### src/dlt_pkg.sv
// ----------------------------------------------------------------------------
// dlt_pkg
// Shared constants, status codes and control/status bundles for the
// DL/T 645 frame receiver.
// ----------------------------------------------------------------------------
package dlt_pkg;

    localparam int BUFFER_BYTES_DEF = 64;
    localparam int MAX_RESULTS      = 52;
    localparam int HEADER_BYTES     = 10;
    localparam int FRAME_OVERHEAD   = HEADER_BYTES + 2;

    localparam logic [7:0] START_BYTE  = 8'h68;
    localparam logic [7:0] END_BYTE    = 8'h16;
    localparam logic [7:0] DATA_OFFSET = 8'h33;

    localparam int OUT_TDATA_W = 80;

    // result status codes
    localparam logic [1:0] STATUS_OK       = 2'd0;
    localparam logic [1:0] STATUS_BAD_END  = 2'd1;
    localparam logic [1:0] STATUS_BAD_SUM  = 2'd2;
    localparam logic [1:0] STATUS_OVERFLOW = 2'd3;

    // controller -> datapath
    typedef struct packed {
        logic       store;        // received byte accepted
        logic       close;        // frame finished, rewind counters
        logic       load_status;  // load a single-result status item
        logic [1:0] status_code;
        logic       issue_read;   // read next data byte from the store
        logic       load_data;    // load a decoded data item
    } dlt_cmd_t;

    // datapath -> controller
    typedef struct packed {
        logic out_free;   // output register can take a new item this cycle
        logic complete;   // current byte closes the frame at expected size
        logic overflow;   // current byte fills the buffer before completion
        logic bad_end;
        logic bad_sum;
        logic len_zero;
        logic last_idx;   // data item under read is the final one
    } dlt_stat_t;

endpackage

### src/dlt_ctrl.sv
// ----------------------------------------------------------------------------
// dlt_ctrl
// Frame receiver sequencer: byte intake, outcome decision, data drain.
// ----------------------------------------------------------------------------
module dlt_ctrl (
    input  logic              clk,
    input  logic              rst_n,
    input  logic              in_valid,
    output logic              in_ready,
    input  dlt_pkg::dlt_stat_t stat,
    output dlt_pkg::dlt_cmd_t  cmd,
    output logic              busy
);
    import dlt_pkg::*;

    typedef enum logic [1:0] {
        S_RECV,
        S_READ,
        S_LOAD
    } state_t;

    state_t state_reg;
    state_t state_next;
    logic   accept;

    assign in_ready = (state_reg == S_RECV) && stat.out_free;
    assign accept   = in_valid && in_ready;
    assign busy     = (state_reg != S_RECV);

    always_comb
    begin
        state_next = state_reg;
        cmd        = '0;
        case (state_reg)
            S_RECV:
            begin
                if (accept)
                begin
                    cmd.store = 1'b1;
                    if (stat.complete)
                    begin
                        cmd.close = 1'b1;
                        if (stat.bad_end)
                        begin
                            cmd.load_status = 1'b1;
                            cmd.status_code = STATUS_BAD_END;
                        end
                        else if (stat.bad_sum)
                        begin
                            cmd.load_status = 1'b1;
                            cmd.status_code = STATUS_BAD_SUM;
                        end
                        else if (stat.len_zero)
                        begin
                            cmd.load_status = 1'b1;
                            cmd.status_code = STATUS_OK;
                        end
                        else
                        begin
                            state_next = S_READ;
                        end
                    end
                    else if (stat.overflow)
                    begin
                        cmd.close       = 1'b1;
                        cmd.load_status = 1'b1;
                        cmd.status_code = STATUS_OVERFLOW;
                    end
                end
            end
            S_READ:
            begin
                if (stat.out_free)
                begin
                    cmd.issue_read = 1'b1;
                    state_next     = S_LOAD;
                end
            end
            S_LOAD:
            begin
                cmd.load_data = 1'b1;
                state_next    = stat.last_idx ? S_RECV : S_READ;
            end
            default:
            begin
                state_next = S_RECV;
            end
        endcase
    end

    always_ff @(posedge clk or negedge rst_n)
    begin
        if (!rst_n)
        begin
            state_reg <= S_RECV;
        end
        else
        begin
            state_reg <= state_next;
        end
    end

endmodule

### src/dlt_datapath.sv
// ----------------------------------------------------------------------------
// dlt_datapath
// Frame store, byte counter, running checksum, header capture and the
// output register.
// ----------------------------------------------------------------------------
module dlt_datapath #(
    parameter int BUFFER_BYTES = dlt_pkg::BUFFER_BYTES_DEF
) (
    input  logic                           clk,
    input  logic                           rst_n,
    input  logic [7:0]                     rx_byte,
    input  dlt_pkg::dlt_cmd_t              cmd,
    output dlt_pkg::dlt_stat_t             stat,
    input  logic                           out_ready,
    output logic                           out_valid,
    output logic [1:0]                     out_status,
    output logic [dlt_pkg::OUT_TDATA_W-1:0] out_data,
    output logic                           out_last
);
    import dlt_pkg::*;

    localparam int AW = $clog2(BUFFER_BYTES);
    localparam int CW = $clog2(BUFFER_BYTES + 1);

    logic [7:0]    mem [0:BUFFER_BYTES-1];
    logic [7:0]    rd_data_reg;

    logic [CW-1:0] count_reg;
    logic [CW-1:0] count_next;
    logic [7:0]    sum_reg;
    logic [7:0]    prev_reg;
    logic [47:0]   addr_reg;
    logic [7:0]    ctrl_reg;
    logic [7:0]    len_reg;
    logic [5:0]    idx_reg;

    logic          out_valid_reg;
    logic [1:0]    out_status_reg;
    logic [7:0]    out_byte_reg;
    logic [5:0]    out_index_reg;
    logic          out_last_reg;

    logic          open_frame;
    logic          evaluate;
    logic [8:0]    expected;
    logic [7:0]    sum_before_cs;
    logic [5:0]    last_index;
    logic [6:0]    rd_sum;

    assign open_frame    = (count_reg != '0) || (rx_byte == START_BYTE);
    assign count_next    = count_reg + CW'(1);
    assign evaluate      = count_reg >= CW'(HEADER_BYTES);
    assign expected      = 9'(FRAME_OVERHEAD) + {1'b0, len_reg};
    assign sum_before_cs = sum_reg - prev_reg;
    assign last_index    = (len_reg > 8'(MAX_RESULTS)) ? 6'(MAX_RESULTS - 1)
                                                       : (len_reg[5:0] - 6'd1);
    assign rd_sum        = 7'(HEADER_BYTES) + {1'b0, idx_reg};

    always_comb
    begin
        stat.out_free = !out_valid_reg || out_ready;
        stat.complete = evaluate && (9'(count_next) == expected);
        stat.overflow = evaluate && (9'(count_next) != expected)
                        && (count_next == CW'(BUFFER_BYTES));
        stat.bad_end  = rx_byte != END_BYTE;
        stat.bad_sum  = sum_before_cs != prev_reg;
        stat.len_zero = len_reg == 8'd0;
        stat.last_idx = idx_reg == last_index;
    end

    // frame store, no reset: only entries written in the current frame are read
    always_ff @(posedge clk)
    begin
        if (cmd.store && open_frame)
        begin
            mem[count_reg[AW-1:0]] <= rx_byte;
        end
        if (cmd.issue_read)
        begin
            rd_data_reg <= mem[rd_sum[AW-1:0]];
        end
    end

    // header copies and previous byte
    always_ff @(posedge clk)
    begin
        if (cmd.store && open_frame)
        begin
            prev_reg <= rx_byte;
            for (int k = 0; k < 6; k++)
            begin
                if (count_reg == CW'(k + 1))
                begin
                    addr_reg[k*8 +: 8] <= rx_byte;
                end
            end
            if (count_reg == CW'(8))
            begin
                ctrl_reg <= rx_byte;
            end
            if (count_reg == CW'(9))
            begin
                len_reg <= rx_byte;
            end
        end
    end

    always_ff @(posedge clk or negedge rst_n)
    begin
        if (!rst_n)
        begin
            count_reg <= '0;
            sum_reg   <= '0;
            idx_reg   <= '0;
        end
        else
        begin
            if (cmd.close)
            begin
                count_reg <= '0;
                sum_reg   <= '0;
                idx_reg   <= '0;
            end
            else
            begin
                if (cmd.store && open_frame)
                begin
                    count_reg <= count_next;
                    sum_reg   <= sum_reg + rx_byte;
                end
                if (cmd.load_data)
                begin
                    idx_reg <= idx_reg + 6'd1;
                end
            end
        end
    end

    // output register
    always_ff @(posedge clk or negedge rst_n)
    begin
        if (!rst_n)
        begin
            out_valid_reg <= 1'b0;
        end
        else if (cmd.load_status || cmd.load_data)
        begin
            out_valid_reg <= 1'b1;
        end
        else if (out_ready)
        begin
            out_valid_reg <= 1'b0;
        end
    end

    always_ff @(posedge clk)
    begin
        if (cmd.load_status)
        begin
            out_status_reg <= cmd.status_code;
            out_byte_reg   <= 8'd0;
            out_index_reg  <= 6'd0;
            out_last_reg   <= 1'b1;
        end
        else if (cmd.load_data)
        begin
            out_status_reg <= STATUS_OK;
            out_byte_reg   <= rd_data_reg - DATA_OFFSET;
            out_index_reg  <= idx_reg;
            out_last_reg   <= stat.last_idx;
        end
    end

    assign out_valid  = out_valid_reg;
    assign out_status = out_status_reg;
    assign out_last   = out_last_reg;
    assign out_data   = {2'b00, addr_reg, ctrl_reg, len_reg, out_index_reg, out_byte_reg};

endmodule

### src/dlt645_frame_receiver.sv
// ----------------------------------------------------------------------------
// dlt645_frame_receiver
// DL/T 645-2007 frame receiver: hunts for the start byte, stores the frame,
// checks end marker and checksum, and emits decoded data bytes or a status.
// ----------------------------------------------------------------------------
//
//  channel  dir  fields (low bit up)                                   frame mark
//  s_*      in   tdata: rx_byte[7:0]                                   -
//  m_*      out  tdata: data_byte, byte_index, data_length,            tlast =
//                control_code, meter_address, 2 pad; tuser: status     last_item
//
//  Intake: one received byte per cycle while s_tready is high. A good frame
//  then drains its data bytes, each by a registered frame store read and
//  then an output load, and waits while m_tready is low; no input is taken
//  during the drain. A status result is loaded in the cycle its byte is accepted.
//  Reset: rst_n is asynchronous, active low; the frame store has no reset
//  and needs no clearing pass. Stalls: s_tready drops while the output
//  register holds an item that is not being taken in the same cycle.
//
module dlt645_frame_receiver #(
    parameter int BUFFER_BYTES = dlt_pkg::BUFFER_BYTES_DEF
) (
    input  logic                            clk,
    input  logic                            rst_n,
    // rx_byte[7:0]
    input  logic [7:0]                      s_tdata,
    input  logic                            s_tvalid,
    output logic                            s_tready,
    // data_byte[7:0], byte_index[13:8], data_length[21:14],
    // control_code[29:22], meter_address[77:30], zero pad[79:78]
    output logic [dlt_pkg::OUT_TDATA_W-1:0] m_tdata,
    // status[1:0]
    output logic [1:0]                      m_tuser,
    output logic                            m_tlast,
    output logic                            m_tvalid,
    input  logic                            m_tready
);
    import dlt_pkg::*;

    dlt_cmd_t  cmd;
    dlt_stat_t stat;
    logic      busy;

    // sequencer: intake, outcome decision and drain of data items
    dlt_ctrl u_ctrl (
        .clk      (clk),
        .rst_n    (rst_n),
        .in_valid (s_tvalid),
        .in_ready (s_tready),
        .stat     (stat),
        .cmd      (cmd),
        .busy     (busy)
    );

    // storage, checksum, header capture and output register
    dlt_datapath #(
        .BUFFER_BYTES (BUFFER_BYTES)
    ) u_datapath (
        .clk        (clk),
        .rst_n      (rst_n),
        .rx_byte    (s_tdata),
        .cmd        (cmd),
        .stat       (stat),
        .out_ready  (m_tready),
        .out_valid  (m_tvalid),
        .out_status (m_tuser),
        .out_data   (m_tdata),
        .out_last   (m_tlast)
    );

    // no byte is taken while data items are draining
    a_no_intake_when_busy: assert property (@(posedge clk) disable iff (!rst_n)
        busy |-> !s_tready)
        else $error("input accepted during data drain");

    // data item is loaded only into an empty output register
    a_load_data_empty: assert property (@(posedge clk) disable iff (!rst_n)
        cmd.load_data |-> !m_tvalid)
        else $error("data load over a pending result");

    // status load never overwrites a result that is still held
    a_load_status_free: assert property (@(posedge clk) disable iff (!rst_n)
        cmd.load_status |-> (!m_tvalid || m_tready))
        else $error("status load over a pending result");

    // only the final item of a frame may carry a non-ok status
    a_mid_items_ok: assert property (@(posedge clk) disable iff (!rst_n)
        (m_tvalid && !m_tlast) |-> (m_tuser == STATUS_OK))
        else $error("error status on a non-final item");

endmodule

### config.mk
export PLATFORM = sky130hd
export DESIGN_NAME = dlt645_frame_receiver
export DESIGN_NICKNAME = d
export VERILOG_FILES = /design/src/dlt_pkg.sv /design/src/dlt_ctrl.sv /design/src/dlt_datapath.sv /design/src/dlt645_frame_receiver.sv
export SDC_FILE = /design/constraint.sdc
export NUM_CORES = 1
export LEC_CHECK = 0
export BUFFER_PORTS_ARGS = -buffer_cell sky130_fd_sc_hd__buf_2
export CAP_MARGIN = 40
export CELL_PAD_IN_SITES_DETAIL_PLACEMENT = 1
export CELL_PAD_IN_SITES_GLOBAL_PLACEMENT = 2
export CORE_UTILIZATION = 45
export CTS_BUF_LIST = sky130_fd_sc_hd__clkbuf_4
export DETAILED_ROUTE_END_ITERATION = 10
export PLACE_DENSITY = 0.75
export SKIP_LAST_GASP = 1
export SLEW_MARGIN = 15
export SYNTH_ARGS = -nofsm -noshare
export SYNTH_HDL_FRONTEND = slang
export SYNTH_SLANG_ARGS = --single-unit
### constraint.sdc
create_clock -name clk -period 3.94 [get_ports clk]
set_input_delay 0.197 -clock clk [delete_from_list [all_inputs] [get_ports clk]]
set_output_delay 0.197 -clock clk [all_outputs]
set_load 0.05 [all_outputs]
======== Yosys cells after proc, flatten, opt, wreduce, memory -nomap -nowiden ========
Memory sizes are Yosys's and may differ from the RTL's. A register that Yosys moved wholly into a read port is not among the register bits.
Cells that the tools add are included.
cells by class
  multiply operators ...................... 0
  reduce and logical (&&, ||, !) cells .... 26
  bitwise operators ....................... 0
  div/mod/pow operators ................... 0
  add/subtract/negate cells ............... 8
  order comparisons ....................... 2
  equality and inequality tests ........... 23
  multiplexer cells ....................... 31
  shift-type cells ........................ 0
operator list
  operator                                                                         number
  7-bit by 3-bit == test with 1-bit output, second input constant                  3
  6-bit two-way mux                                                                3
  2-bit two-way mux                                                                8
  8-bit two-way mux                                                                2
  2-bit AND reduction                                                              8
  7-bit by 2-bit == test with 1-bit output, second input constant                  2
  7-bit by 4-bit == test with 1-bit output, second input constant                  2
  7-bit two-way mux                                                                2
  5-bit two-way mux                                                                2
  4-bit by 8-bit adder with 9-bit output, first input constant                     1
  7-bit by 9-bit == test with 1-bit output                                         1
  3-bit two-way mux                                                                3
  7-bit by 9-bit inequality test with 1-bit output                                 1
  8-bit adder                                                                      1
  8-bit by 7-bit == test with 1-bit output, second input constant                  1
  8-bit by 6-bit greater-than comparator with 1-bit output, second input constant  1
  8-bit logical NOT                                                                1
  1-bit two-way mux                                                                8
  4-bit two-way mux                                                                2
  2-bit inequality test, second input constant                                     4
  8-bit by 5-bit inequality test with 1-bit output, second input constant          1
  8-bit inequality test                                                            1
  2-bit nonzero test                                                               4
  8-bit by 6-bit subtractor with 8-bit output, second input constant               1
  other kinds (19)                                                                 27
word-level totals
  latch bits .............................. 0
  memory bits (writable) .................. 512
  register bits ........................... 113
  bits in read-only memories .............. 0
  logic and storage cells ................. 109
  bits of input ports ..................... 12
  memories kept ........................... 1
memories
  memory          words  width  rd ports  clocked after memory_dff  write ports  line                text
  u_datapath.mem  64     8      1         1                         1            dlt_datapath.sv:25  logic [7:0] mem [0:BUFFER_BYTES-1];

======== Depth between registers and ports, before layout ========
Gate-level depths: netlist of run 1.
  word-level depth ........................ 11
  depth in mapped cells ................... 11
  mapped depth without buffers ............ 10

======== Cells and area by module ========
A second synthesis of run 1 with hierarchy kept.
unflattened totals
  cell total of the unflattened synthesis .. 1324
  area total of the unflattened synthesis .. 25534.5 um^2
by module, submodules not included
  module        area an instance (um^2)  instances  cells an instance  seq. area each (um^2)
  dlt_datapath  25335.5                  1          1302               18657.9
  dlt_ctrl      198.9                    1          22                 50.0

======== Worst setup path before layout of run 1 ========
OpenSTA, ideal clock, no wires.
  kind .................................... reg2reg
  start point ............................. register u_datapath.len_reg[2]
  end point ............................... register u_datapath.out_status_reg[0] (netlist: u_datapath.out_status[0]), enable pin
  cell stages (with the launch flop) ...... 10
  data required time ...................... 3613 ps
  arrival time ............................ 2654 ps
  path slack .............................. 959 ps
  path buffers ............................ 0
  cell sequence ........................... edfxtp_1 inv_1 ha_1 nand3b_1 xor2_1 xnor3_1 nor4_1 or4_1 a21boi_0 o21ai_0
between the ends
  cells in the longest elaborated chain, start to end .. 9
ends and longest elaborated chain
  element                                           line                 text
  from (decl)                                       dlt_datapath.sv:34   logic [7:0] len_reg;
  from (signal assigned)                            dlt_datapath.sv:103  len_reg <= rx_byte;
  4-bit by 8-bit adder with 9-bit output            dlt_datapath.sv:53   assign expected = 9'(FRAME_OVERHEAD) + {1'b0, len_reg};
  7-bit by 9-bit inequality test with 1-bit output  dlt_datapath.sv:63   stat.overflow = evaluate && (9'(count_next) != expected)
  1-bit logical AND                                 dlt_datapath.sv:63
  1-bit logical AND                                 dlt_datapath.sv:64   && (count_next == CW'(BUFFER_BYTES));
  4-bit two-way mux                                 dlt_ctrl.sv:63       else if (stat.overflow)
  4-bit two-way mux *                               dlt_ctrl.sv:40       if (stat.complete)
  5-bit two-way mux *                               dlt_ctrl.sv:37       if (accept)
  5-bit two-way mux *                               dlt_ctrl.sv:34       case (state_reg)
  2-bit nonzero test (no line) *                    -
  to (signal assigned)                              dlt_datapath.sv:160  out_status_reg <= cmd.status_code;
  to (decl)                                         dlt_datapath.sv:38   logic [1:0] out_status_reg;
Every way passes the cells marked *; elsewhere a longest branch is shown, timed or not.
A chain may end at the register's enable or synchronous reset.

======== Worst setup path after layout of run 1 ========
  start point ............................. register u_datapath.count_reg[1]
  end point ............................... register u_ctrl.state_reg[0]
between the ends
  cells in the longest elaborated chain, start to end .. 5
ends and longest elaborated chain
  element                                   line                 text
  from (decl)                               dlt_datapath.sv:28   logic [CW-1:0] count_reg;
  from (signal assigned)                    dlt_datapath.sv:128  count_reg <= count_next;
  7-bit by 1-bit adder with 7-bit output    dlt_datapath.sv:51   assign count_next = count_reg + CW'(1);
  7-bit by 9-bit == test with 1-bit output  dlt_datapath.sv:62   stat.complete = evaluate && (9'(count_next) == expected);
  1-bit logical AND *                       dlt_datapath.sv:62
  2-bit inequality test (no line) *         -
  6-bit AND reduction (no line) *           -
  to (signal assigned)                      dlt_ctrl.sv:99       state_reg <= state_next;
  to (decl)                                 dlt_ctrl.sv:22       state_t state_reg;
Marks and branches as above.

==> results of run 1 <==
==> per-layer routing <==
layer / track usage, % / vias up / part of all wire [%]
met3: 5.71 / 120 / 6.5
li1: - / 5889 / -
met4: 9.57 / 0 / 2.8
met2: 35.9 / 467 / 48
met5: 0 / - / 0
met1: 31.3 / 7180 / 43
==> final timing paths <==
path                                    startpoint                     to  cells after the start
min in group asynchronous                    rst_n  u_datapath.sum_reg[3]                      4
min                                     s_tdata[7]   u_datapath.mem[0][7]                      3
min reg2reg                    u_datapath.out_last    u_datapath.out_last                      1
max                        u_datapath.count_reg[1]    u_ctrl.state_reg[0]                      9
max reg2reg                u_datapath.count_reg[1]    u_ctrl.state_reg[0]                      9
max in group asynchronous                    rst_n  u_datapath.sum_reg[7]                      4
==> stage by stage <==
step | hold WS, ps | util [%]
finish | 156 | 52.5
global route | 110 | 52.5
CTS | 2.47 | 52.3
detailed placement | 273 | 48.3
global placement | 268 | 48.2
floorplan | -98.6 | -
==> cells in the mapped netlist, drive strengths merged (3+ instances only) <==
library cell	n	area, um^2
a21boi	3	22.5
a21o	5	37.5
a21oi	30	188
a221oi	4	60.1
a31oi	3	18.8
and2	12	75.1
buf	34	154
clkbuf	32	120
dfrtp	24	601
dfxtp	15	300
edfxtp	593	17800
ha	26	325
inv	18	67.6
mux2	8	90.1
mux2i	23	230
mux4	160	3600
nand2	30	113
nand2b	8	50.1
nand3	14	70.1
nand3b	5	37.5
nand4	11	68.8
nor2	107	402
nor2b	6	37.5
nor3	15	75.1
o21a	3	22.5
o21ai	22	110
o31ai	4	35.0
or2	3	18.8
or3	3	18.8
or3b	3	26.3
or4	3	26.3
xnor2	25	219
xnor3	3	67.6
xor2	22	193
==> cells in the final DEF, fill, tap and decap left out, types with 18 or more instances in the layout <==
cell      synthesis  routed
mux4_2          160     160
xor2_1           22      20
dfrtp_1          24      22
ha_1             26      26
edfxtp_1        593     593
inv_1            18      18
buf_2             9      94
clkbuf_4          0     234
o21ai_0          22      22
nor2_1          107     107
a21oi_1          20      18
nand2_1          30      30
clkinv_1          0      23
mux2i_1          23      23
xnor2_1          25      25
buf_4             2      44
==> what timing repair did <==
item	CTS	global route
buffers inserted	0	0
endpoints found under the setup margin	0	0
hold buffers	14	1
endpoints found under the hold margin	290	20
==> layout make-up <==
type / count / area share, %
clock inverters: 39 / 1.10
flip-flops and latches: 632 / 63.3
repair buffers: 162 / 3.89
inverters: 18 / 0.229
diodes: 5 / 0.0423
well taps: 756 / 3.20
clock buffers: 234 / 5.94
multi-input cells: 593 / 22.3
==> logic make-up after synthesis <==
group / after synthesis / synth area share [%]
buf+inv: 84 / 1.33
compound gates: 89 / 2.47
other cells: 1 / 0.0147
flops: 632 / 73.1
fa+ha+maj: 28 / 1.43
simple gates: 233 / 4.42
xor+xnor: 50 / 1.87
mux: 191 / 15.3
==> worst reg2reg max path, stage by stage (launching register included) <==
cell,delay [ps]
dfrtp_1,620
ha_1,420
nand3_1,200
nor2_1,270
xnor3_1,350
nor4_1,380
and2_1,290
nand3_1,100
a31oi_1,170
dlygate4sd3_1,560
==> report_power, final <==
| group | switching (W) | total [W] | internal, W | leakage, nW |
|---|---|---|---|---|
| Combinational | 0.00438 | 0.00778 | 0.00340 | 2.95 |
| Clock | 0.00264 | 0.00574 | 0.00310 | 1.22 |
| Sequential | 0.000523 | 0.00845 | 0.00793 | 5.76 |
| Total | 0.00755 | 0.0220 | 0.0144 | 9.93 |
==> results.py, run 1 <==
metrics = {
    "outcome": {
        "outcome": "completed",
    },
    "critical_path": {
        "arrival_ps": 4350,
        "startpoint_type": "flop",
        "max_stage_delay_ps": 620,
        "cp.required_ps": 4840,
        "crit_chain": "ha_1 -> nand3_1 -> nor2_1 -> xnor3_1 -> nor4_1 -> and2_1 -> nand3_1 -> a31oi_1 -> dlygate4sd3_1",
        "end_kind": "flop",
        "worstSetupPathType": "flop to flop",
        "cp_max_fo": 14,
        "crit_family": "simple AND/OR/NAND/NOR gates",
        "cp_num_buf_inv": 1,
        "cp_slowest_cell": "dfrtp_1",
        "r2r_setup_slack_ps": 490,
        "cpMostUsedCell": "nand3_1",
    },
    "sta": {
        "tns_ps": 0,
        "worstMarginPinSlew_ps": 874,
        "fmax_mhz": 290,
        "setup_ws_ps": 491,
        "final_min_period_over_clock_period_pct": 87.5,
        "hold_violations": 0,
        "finClkSkew_ps": 67.0,
        "setup_violations": 0,
        "rsz0062_at_grt": "no",
        "period_needed_ps": 3450,
        "slew_headroom_pct": 41.5,
        "drv_slew": 0,
    },
    "route": {
        "vias": 13700,
        "antenna_left": 0,
        "dr.pass1.iters": 4,
        "routed_wl_mm": 63.8,
        "drc": 0,
        "routed_via_density": 5.60,
        "drt-initial-drc-count": 1045,
        "wl_per_cell_um": 26.2,
    },
    "floorplanning": {
        "die_h_um": 240,
        "core_area_um2": 56300,
        "die_area_um2": 57800,
        "start_util_pct": 45.5,
        "chipWidth_um": 240,
        "io_pins": 97,
        "rows": 87,
    },
    "global_route": {
        "grt_usage_pct": 23.1,
        "antenna_found_initial": 5,
        "grt_first_pass_wirelength_mm": 94.1,
        "gr-total-overflow": 0,
        "grt_max_degree": 75,
        "grt_pass1_vias": 14500,
    },
    "synth": {
        "avgSynthCellArea_um2": 19.6,
        "synth-edff-count": 593,
        "synth_ff_type": "edfxtp_1",
        "synthCells": 1308,
        "ys_seq_area_share_pct": 73.1,
        "yosysWarnings": 0,
        "async_flop_share_pct": 3.80,
        "ys_ff_latch": 632,
        "synth_area_um2": 25600,
        "ys_types": 63,
    },
    "clock_network": {
        "cts_buffer_depth": 3,
        "cts_root_buf": "clkbuf_4",
        "cts-htree-levels": 4,
        "cts_tree": "yes",
        "path_clk_slew_ps": 70,
        "cts_buffers": 161,
        "worstSkewPairLatency_ps": 1000,
        "clock-sinks": 632,
        "post_cts_resized": 0,
    },
    "place": {
        "dpl_cell_area_um2": 27200,
        "gp_congestion": 0.815,
        "dp.cells": 2138,
        "hpwl_mm": 39.2,
        "place_ws_ps": 552,
        "io_buffers": 94,
    },
    "final_layout": {
        "instances_no_fill": 2439,
        "regArea_um2": 18700,
        "fill_cells": 5224,
        "area_growth_pct": 15.5,
        "drive_gt1_share_pct": 35.6,
        "final_area_um2": 29600,
        "largest_reg_flops": 512,
        "multi_input_area_um2": 6580,
        "fin_nets": 1608,
    },
    "min_path": {
        "min_path_type": "input port to flop",
    },
    "power": {
        "vdd_drop_max_uv": 500,
        "powerDensity_nw_per_um2": 743,
        "total_power_w": 0.0220,
        "leakagePower_nw": 9.93,
    },
    "run": {
        "max_cap_violations": 0,
    },
}
(Power assumes the default switching activity.)
==> run 2, diff against run 1 <==
- RECOVER_POWER: default -> 100
==> run 2 against run 1 <==
Effect of this change:
- the flow now finishes with violations (max-capacitance violations, max-slew violations)
- worst setup slack got worse by 180 ps
- core utilization decreased by 0.64 points
- cell area decreased by 1.2%
- total power decreased by 0.62%
- clock power about the same
- global-route usage unchanged
- final cell count unchanged
- critical path type unchanged
- critical endpoint is now u_datapath.rd_data_reg[2]
==> results.py, run 2 (synthesis results as in run 1) <==
metrics = {
    "clock_network": {
        "worstSkewPairLatency_ps": 990,
        "cts_tree": "yes",
        "cts_buffer_depth": 3,
        "path_clk_slew_ps": 60,
        "cts_root_buf": "clkbuf_4",
        "cts-htree-levels": 4,
        "cts_buffers": 161,
        "clock-sinks": 632,
    },
    "global_route": {
        "antenna_found_initial": 5,
        "gr-total-overflow": 0,
        "grt_max_degree": 75,
        "grt_usage_pct": 23.1,
        "grt_pass1_vias": 14500,
        "grt_first_pass_wirelength_mm": 94.1,
    },
    "power": {
        "vdd_drop_max_uv": 496,
        "p_sw_share_pct": 34.4,
        "power_frac_seq_pct": 38.8,
        "cellInternalPower_w": 0.0143,
        "leakagePower_nw": 9.54,
        "p_clk_share_pct": 26.3,
        "p_comb_share_pct": 35.0,
        "powerDensity_nw_per_um2": 748,
        "p_sw_w": 0.00752,
    },
    "route": {
        "routed_via_density": 5.57,
        "wl_per_cell_um": 26.2,
        "drc": 0,
        "dr.pass1.iters": 6,
        "vias": 13600,
        "routed_wl_mm": 63.9,
        "drt-initial-drc-count": 995,
        "antenna_left": 0,
    },
    "outcome": {
        "violations": "max-capacitance violations, max-slew violations",
        "outcome": "finished with violations",
    },
    "critical_path": {
        "end_kind": "flop",
        "worstSetupPathType": "flop to flop",
        "arrival_ps": 4340,
        "cpMostUsedCell": "mux4_2",
        "startpoint_type": "flop",
        "max_stage_delay_ps": 960,
        "cp_slowest_cell": "dfrtp_2",
        "cp_max_fo": 33,
        "crit_chain": "buf_4 -> mux4_2 -> mux4_2 -> mux2_2 -> nand2_1 -> o21ai_0",
        "cp.required_ps": 4650,
    },
    "place": {
        "hpwl_mm": 39.2,
        "gp_congestion": 0.815,
        "io_buffers": 94,
        "dp.cells": 2138,
    },
    "sta": {
        "finClkSkew_ps": 70.1,
        "fmax_mhz": 275,
        "rsz0062_at_grt": "no",
        "drv_slew": 374,
        "worstMarginPinSlew_ps": 3430,
        "hold_violations": 0,
        "period_needed_ps": 3630,
        "tns_ps": 0,
        "setup_violations": 0,
        "final_min_period_over_clock_period_pct": 92.2,
        "slew_headroom_pct": -129,
    },
    "final_layout": {
        "instances_no_fill": 2439,
        "mostFrequentLayoutCells": "edfxtp_1 (593), clkbuf_4 (234), mux4_2 (160)",
        "multi_input_area_um2": 6530,
        "layout_commonest_cell": "edfxtp_1",
        "drive_gt1_share_pct": 27.8,
        "regArea_um2": 18700,
        "area_growth_pct": 14.1,
        "largest_reg_flops": 512,
        "fin_nets": 1608,
        "fill_cells": 5305,
        "final_util_pct": 51.9,
    },
    "floorplanning": {
        "chipWidth_um": 240,
        "die_h_um": 240,
        "rows": 87,
        "core_area_um2": 56300,
        "die_area_um2": 57800,
        "io_pins": 97,
        "start_util_pct": 45.5,
    },
    "run": {
        "max_cap_violations": 7,
    },
    "min_path": {
        "min_path_type": "input port to flop",
    },
}
run 2: cell types whose count changed in the layout (fill, tap and decap cells not counted), sizes merged:
cell,before,now
dlymetal6s4s,0,2
clkbuf,235,359
buf,147,21
run 2: worst paths after layout:
check	startpoint	to	slack, ps	cells after the start
max	u_datapath.idx_reg[0]	u_datapath.rd_data_reg[2]	310	6
min	m_tready	u_ctrl.state_reg[1]	200	4
max reg2reg	u_datapath.idx_reg[0]	u_datapath.rd_data_reg[2]	310	6
min reg2reg	u_datapath.out_last	u_datapath.out_last	510	1
max in group asynchronous	rst_n	u_datapath.idx_reg[1]	1980	4
min in group asynchronous	rst_n	u_datapath.count_reg[0]	820	4
run 2: cell type report:
class	count	share of cell area, %
Multi-Input combinational cell	593	22.4
Inverter	18	0.231
Tap cell	756	3.24
Timing Repair Buffer	162	2.89
Sequential cell	632	64.1
Clock inverter	39	1.12
Antenna cell	5	0.0429
Clock buffer	234	6.02
run 2: stage by stage:
step / hold slack [ps] / power [W] / setup WS, ps / cell area, um^2
2_1_floorplan: -98.6 / 0.0138 / 959 / 25600
3_3_place_gp: 268 / 0.0163 / 622 / 27100
3_5_place_dp: 273 / 0.0164 / 552 / 27200
4_1_cts: 2.47 / 0.0222 / 496 / 29400
5_1_grt: 210 / 0.0229 / 119 / 29200
6_report: 204 / 0.0218 / 308 / 29200
run 2: what timing repair did:
action                                 in CTS  in global routing
resized for setup                           0                  0
hold buffers                               14                  1
endpoints found under the hold margin     290                 20
buffers inserted                            0                  0
run 2: worst max-delay path, delay by kind of cell (launching register included):
family	cells	cell delay (ps)
AOI/OAI and AO/OA	1	100
buffers and inverters	1	690
DFF	1	960
muxes	3	1470
and+or+nand+nor	1	90
run 2: power by group through the flow:
stage	clock, W	combinational, W	sequential [W]
finish	0.00574	0.00764	0.00846
global route	0.00620	0.00816	0.00852
CTS	0.00591	0.00787	0.00846
detailed placement	0	0.00784	0.00860
global placement	0	0.00772	0.00857
floorplan	0	0.00513	0.00867
run 2: metal layers:
metal  wire length (um)  up-vias  GRT usage, %
met5                  0        -             0
met3               4200      121          5.71
met4               1880        0          9.57
li1                   -     5882             -
met2              30700      481          35.9
met1              27100     7100          31.3
==> run 3, diff against run 2 <==
- RECOVER_POWER: 100 -> 25
- clock period: 3.94 -> 4.66 ns (I/O delays scaled with it)
==> run 3 against run 2 <==
Effect of this change:
- the flow still finishes with violations (max-capacitance violations, max-slew violations)
- sequential power down 16%
- first-iteration DRC count up 17%
- clock power down 19%
- critical path type is now input port to flop
==> results.py, run 3 (synthesis results as in run 1) <==
metrics = {
    "outcome": {
        "outcome": "finished with violations",
        "violations": "max-capacitance violations, max-slew violations",
    },
    "floorplanning": {
        "io_pins": 97,
        "chipWidth_um": 240,
        "start_util_pct": 45.5,
        "core_area_um2": 56300,
        "die_area_um2": 57800,
        "rows": 87,
        "die_h_um": 240,
    },
    "route": {
        "drt-initial-drc-count": 1167,
        "drc": 0,
        "dr.pass1.iters": 5,
        "routed_wl_mm": 65.2,
        "wl_per_cell_um": 26.4,
        "antenna_left": 0,
        "routed_via_density": 5.60,
        "vias": 13900,
    },
    "power": {
        "total_power_w": 0.0184,
        "powerDensity_nw_per_um2": 622,
        "p_sw_w": 0.00642,
        "cellInternalPower_w": 0.0120,
        "power_frac_seq_pct": 38.4,
        "p_sw_share_pct": 34.9,
        "vdd_drop_max_uv": 407,
        "p_clk_share_pct": 25.3,
        "p_comb_share_pct": 36.2,
        "leakagePower_nw": 9.99,
    },
    "min_path": {
        "min_path_type": "input port to flop",
    },
    "sta": {
        "worstMarginPinSlew_ps": 3720,
        "whs_ps": 247,
        "period_needed_ps": 3820,
        "fmax_mhz": 262,
        "hold_violations": 0,
        "finClkSkew_ps": 61.0,
        "final_min_period_over_clock_period_pct": 82.0,
        "setup_ws_ps": 837,
        "rsz0062_at_grt": "no",
        "setup_violations": 0,
        "slew_headroom_pct": -148,
        "tns_ps": 0,
        "drv_slew": 219,
    },
    "clock_network": {
        "cts_setup_buffers": 0,
        "cts_tree": "yes",
        "clock-sinks": 632,
        "cts_root_buf": "clkbuf_4",
        "worstSkewPairLatency_ps": 1020,
        "cts_buffer_depth": 3,
        "cts-htree-levels": 4,
        "path_clk_slew_ps": 60,
        "cts_buffers": 162,
    },
    "critical_path": {
        "cp_num_buf_inv": 4,
        "worstSetupPathType": "input port to flop",
        "cp_slowest_cell": "clkbuf_1",
        "crit_family": "buffers and inverters",
        "startpoint_type": "input port",
        "max_stage_delay_ps": 2620,
        "crit_chain": "dlygate4sd3_1 -> clkbuf_1 -> clkbuf_1 -> clkbuf_1",
        "cp.required_ps": 4920,
        "arrival_ps": 4080,
        "end_kind": "flop",
        "cpMostUsedCell": "clkbuf_1",
        "cp_max_fo": 70,
    },
    "final_layout": {
        "mostFrequentLayoutCells": "edfxtp_1 (593), clkbuf_4 (231), mux4_2 (160)",
        "area_growth_pct": 15.8,
        "instances_no_fill": 2474,
        "layout_commonest_cell": "edfxtp_1",
        "largest_reg_flops": 512,
        "fin_nets": 1637,
        "drive_gt1_share_pct": 35.5,
    },
    "global_route": {
        "grt_usage_pct": 23.4,
        "grt_max_degree": 136,
        "antenna_found_initial": 4,
        "grt_first_pass_wirelength_mm": 95.8,
        "gr-total-overflow": 0,
        "grt_pass1_vias": 14700,
    },
    "place": {
        "dp.cells": 2171,
        "gp_congestion": 0.791,
        "io_buffers": 94,
        "place_ws_ps": 1150,
        "hpwl_mm": 40.4,
    },
    "run": {
        "max_cap_violations": 4,
    },
}
-- run 3: cell types whose count changed in the layout (fill, tap and decap cells not counted), moves of 4 or more --
| cell | change |
|---|---|
| clkbuf_1 | -101 |
| buf_2 | +85 |
| buf_4 | +50 |
| and2_0 | -9 |
| and2_1 | +9 |
| clkinv_1 | +7 |
| clkbuf_2 | -6 |
| a21oi_1 | -5 |
| a21oi_2 | +5 |
| clkinv_2 | +5 |
| a221oi_1 | -4 |
| a221oi_2 | +4 |
| bufinv_16 | -4 |
-- run 3: per-layer routing --
metal | GRT usage [%] | up-vias | part of all wire (%)
li1 | - | 5950 | -
met2 | 36.4 | 461 | 49
met4 | 9.07 | 0 | 2.4
met3 | 5.61 | 113 | 5.8
met1 | 32.0 | 7340 | 43
met5 | 0 | - | 0
-- run 3: area by class of cell --
type                    count  area, um^2
multi-input cells         593        6590
diodes                      6        15.0
well taps                 756         946
inverters                  18        67.6
fillers                  5218       26700
flip-flops and latches    632       18700
clock inverters            48         273
clock buffers             231        1730
repair buffers            190        1270
-- run 3: worst paths after layout --
path	from	to	slack [ps]	depth (start not counted)
setup reg to reg	u_datapath.count_reg[0]	u_ctrl.state_reg[0]	1140	9
max in group asynchronous	rst_n	u_datapath.idx_reg[0]	2520	4
setup / recovery	s_tdata[0]	u_datapath.mem[53][0]	840	4
min in group asynchronous	rst_n	u_datapath.count_reg[0]	920	4
hold / removal	m_tready	u_ctrl.state_reg[1]	250	4
hold reg to reg	u_datapath.out_last	u_datapath.out_last	490	1
-- run 3: stage by stage --
stage          util (%)  instance area, um^2
5_1_grt            52.6                29600
3_3_place_gp       48.6                27400
4_1_cts            52.6                29600
3_5_place_dp       48.8                27500
6_report           52.6                29600
2_1_floorplan         -                25600
-- run 3: worst min-delay path: stages --
cell and delay (ps):
dlygate4sd3_1 520, buf_2 100, nor2b_1 110, nor3b_1 200
-- run 3: what timing repair did --
action	4_1_cts	5_1_grt
resized for setup	0	0
setup endpoints to repair	0	0
hold buffers	14	0
hold endpoints to repair	272	0
-- run 3: power groups by stage --
stage	combinational, W	clock (W)	sequential, W
finish	0.00667	0.00467	0.00708
global route	0.00710	0.00507	0.00712
detailed placement	0.00670	0	0.00719
global placement	0.00650	0	0.00716
floorplan	0.00434	0	0.00733
CTS	0.00675	0.00480	0.00707
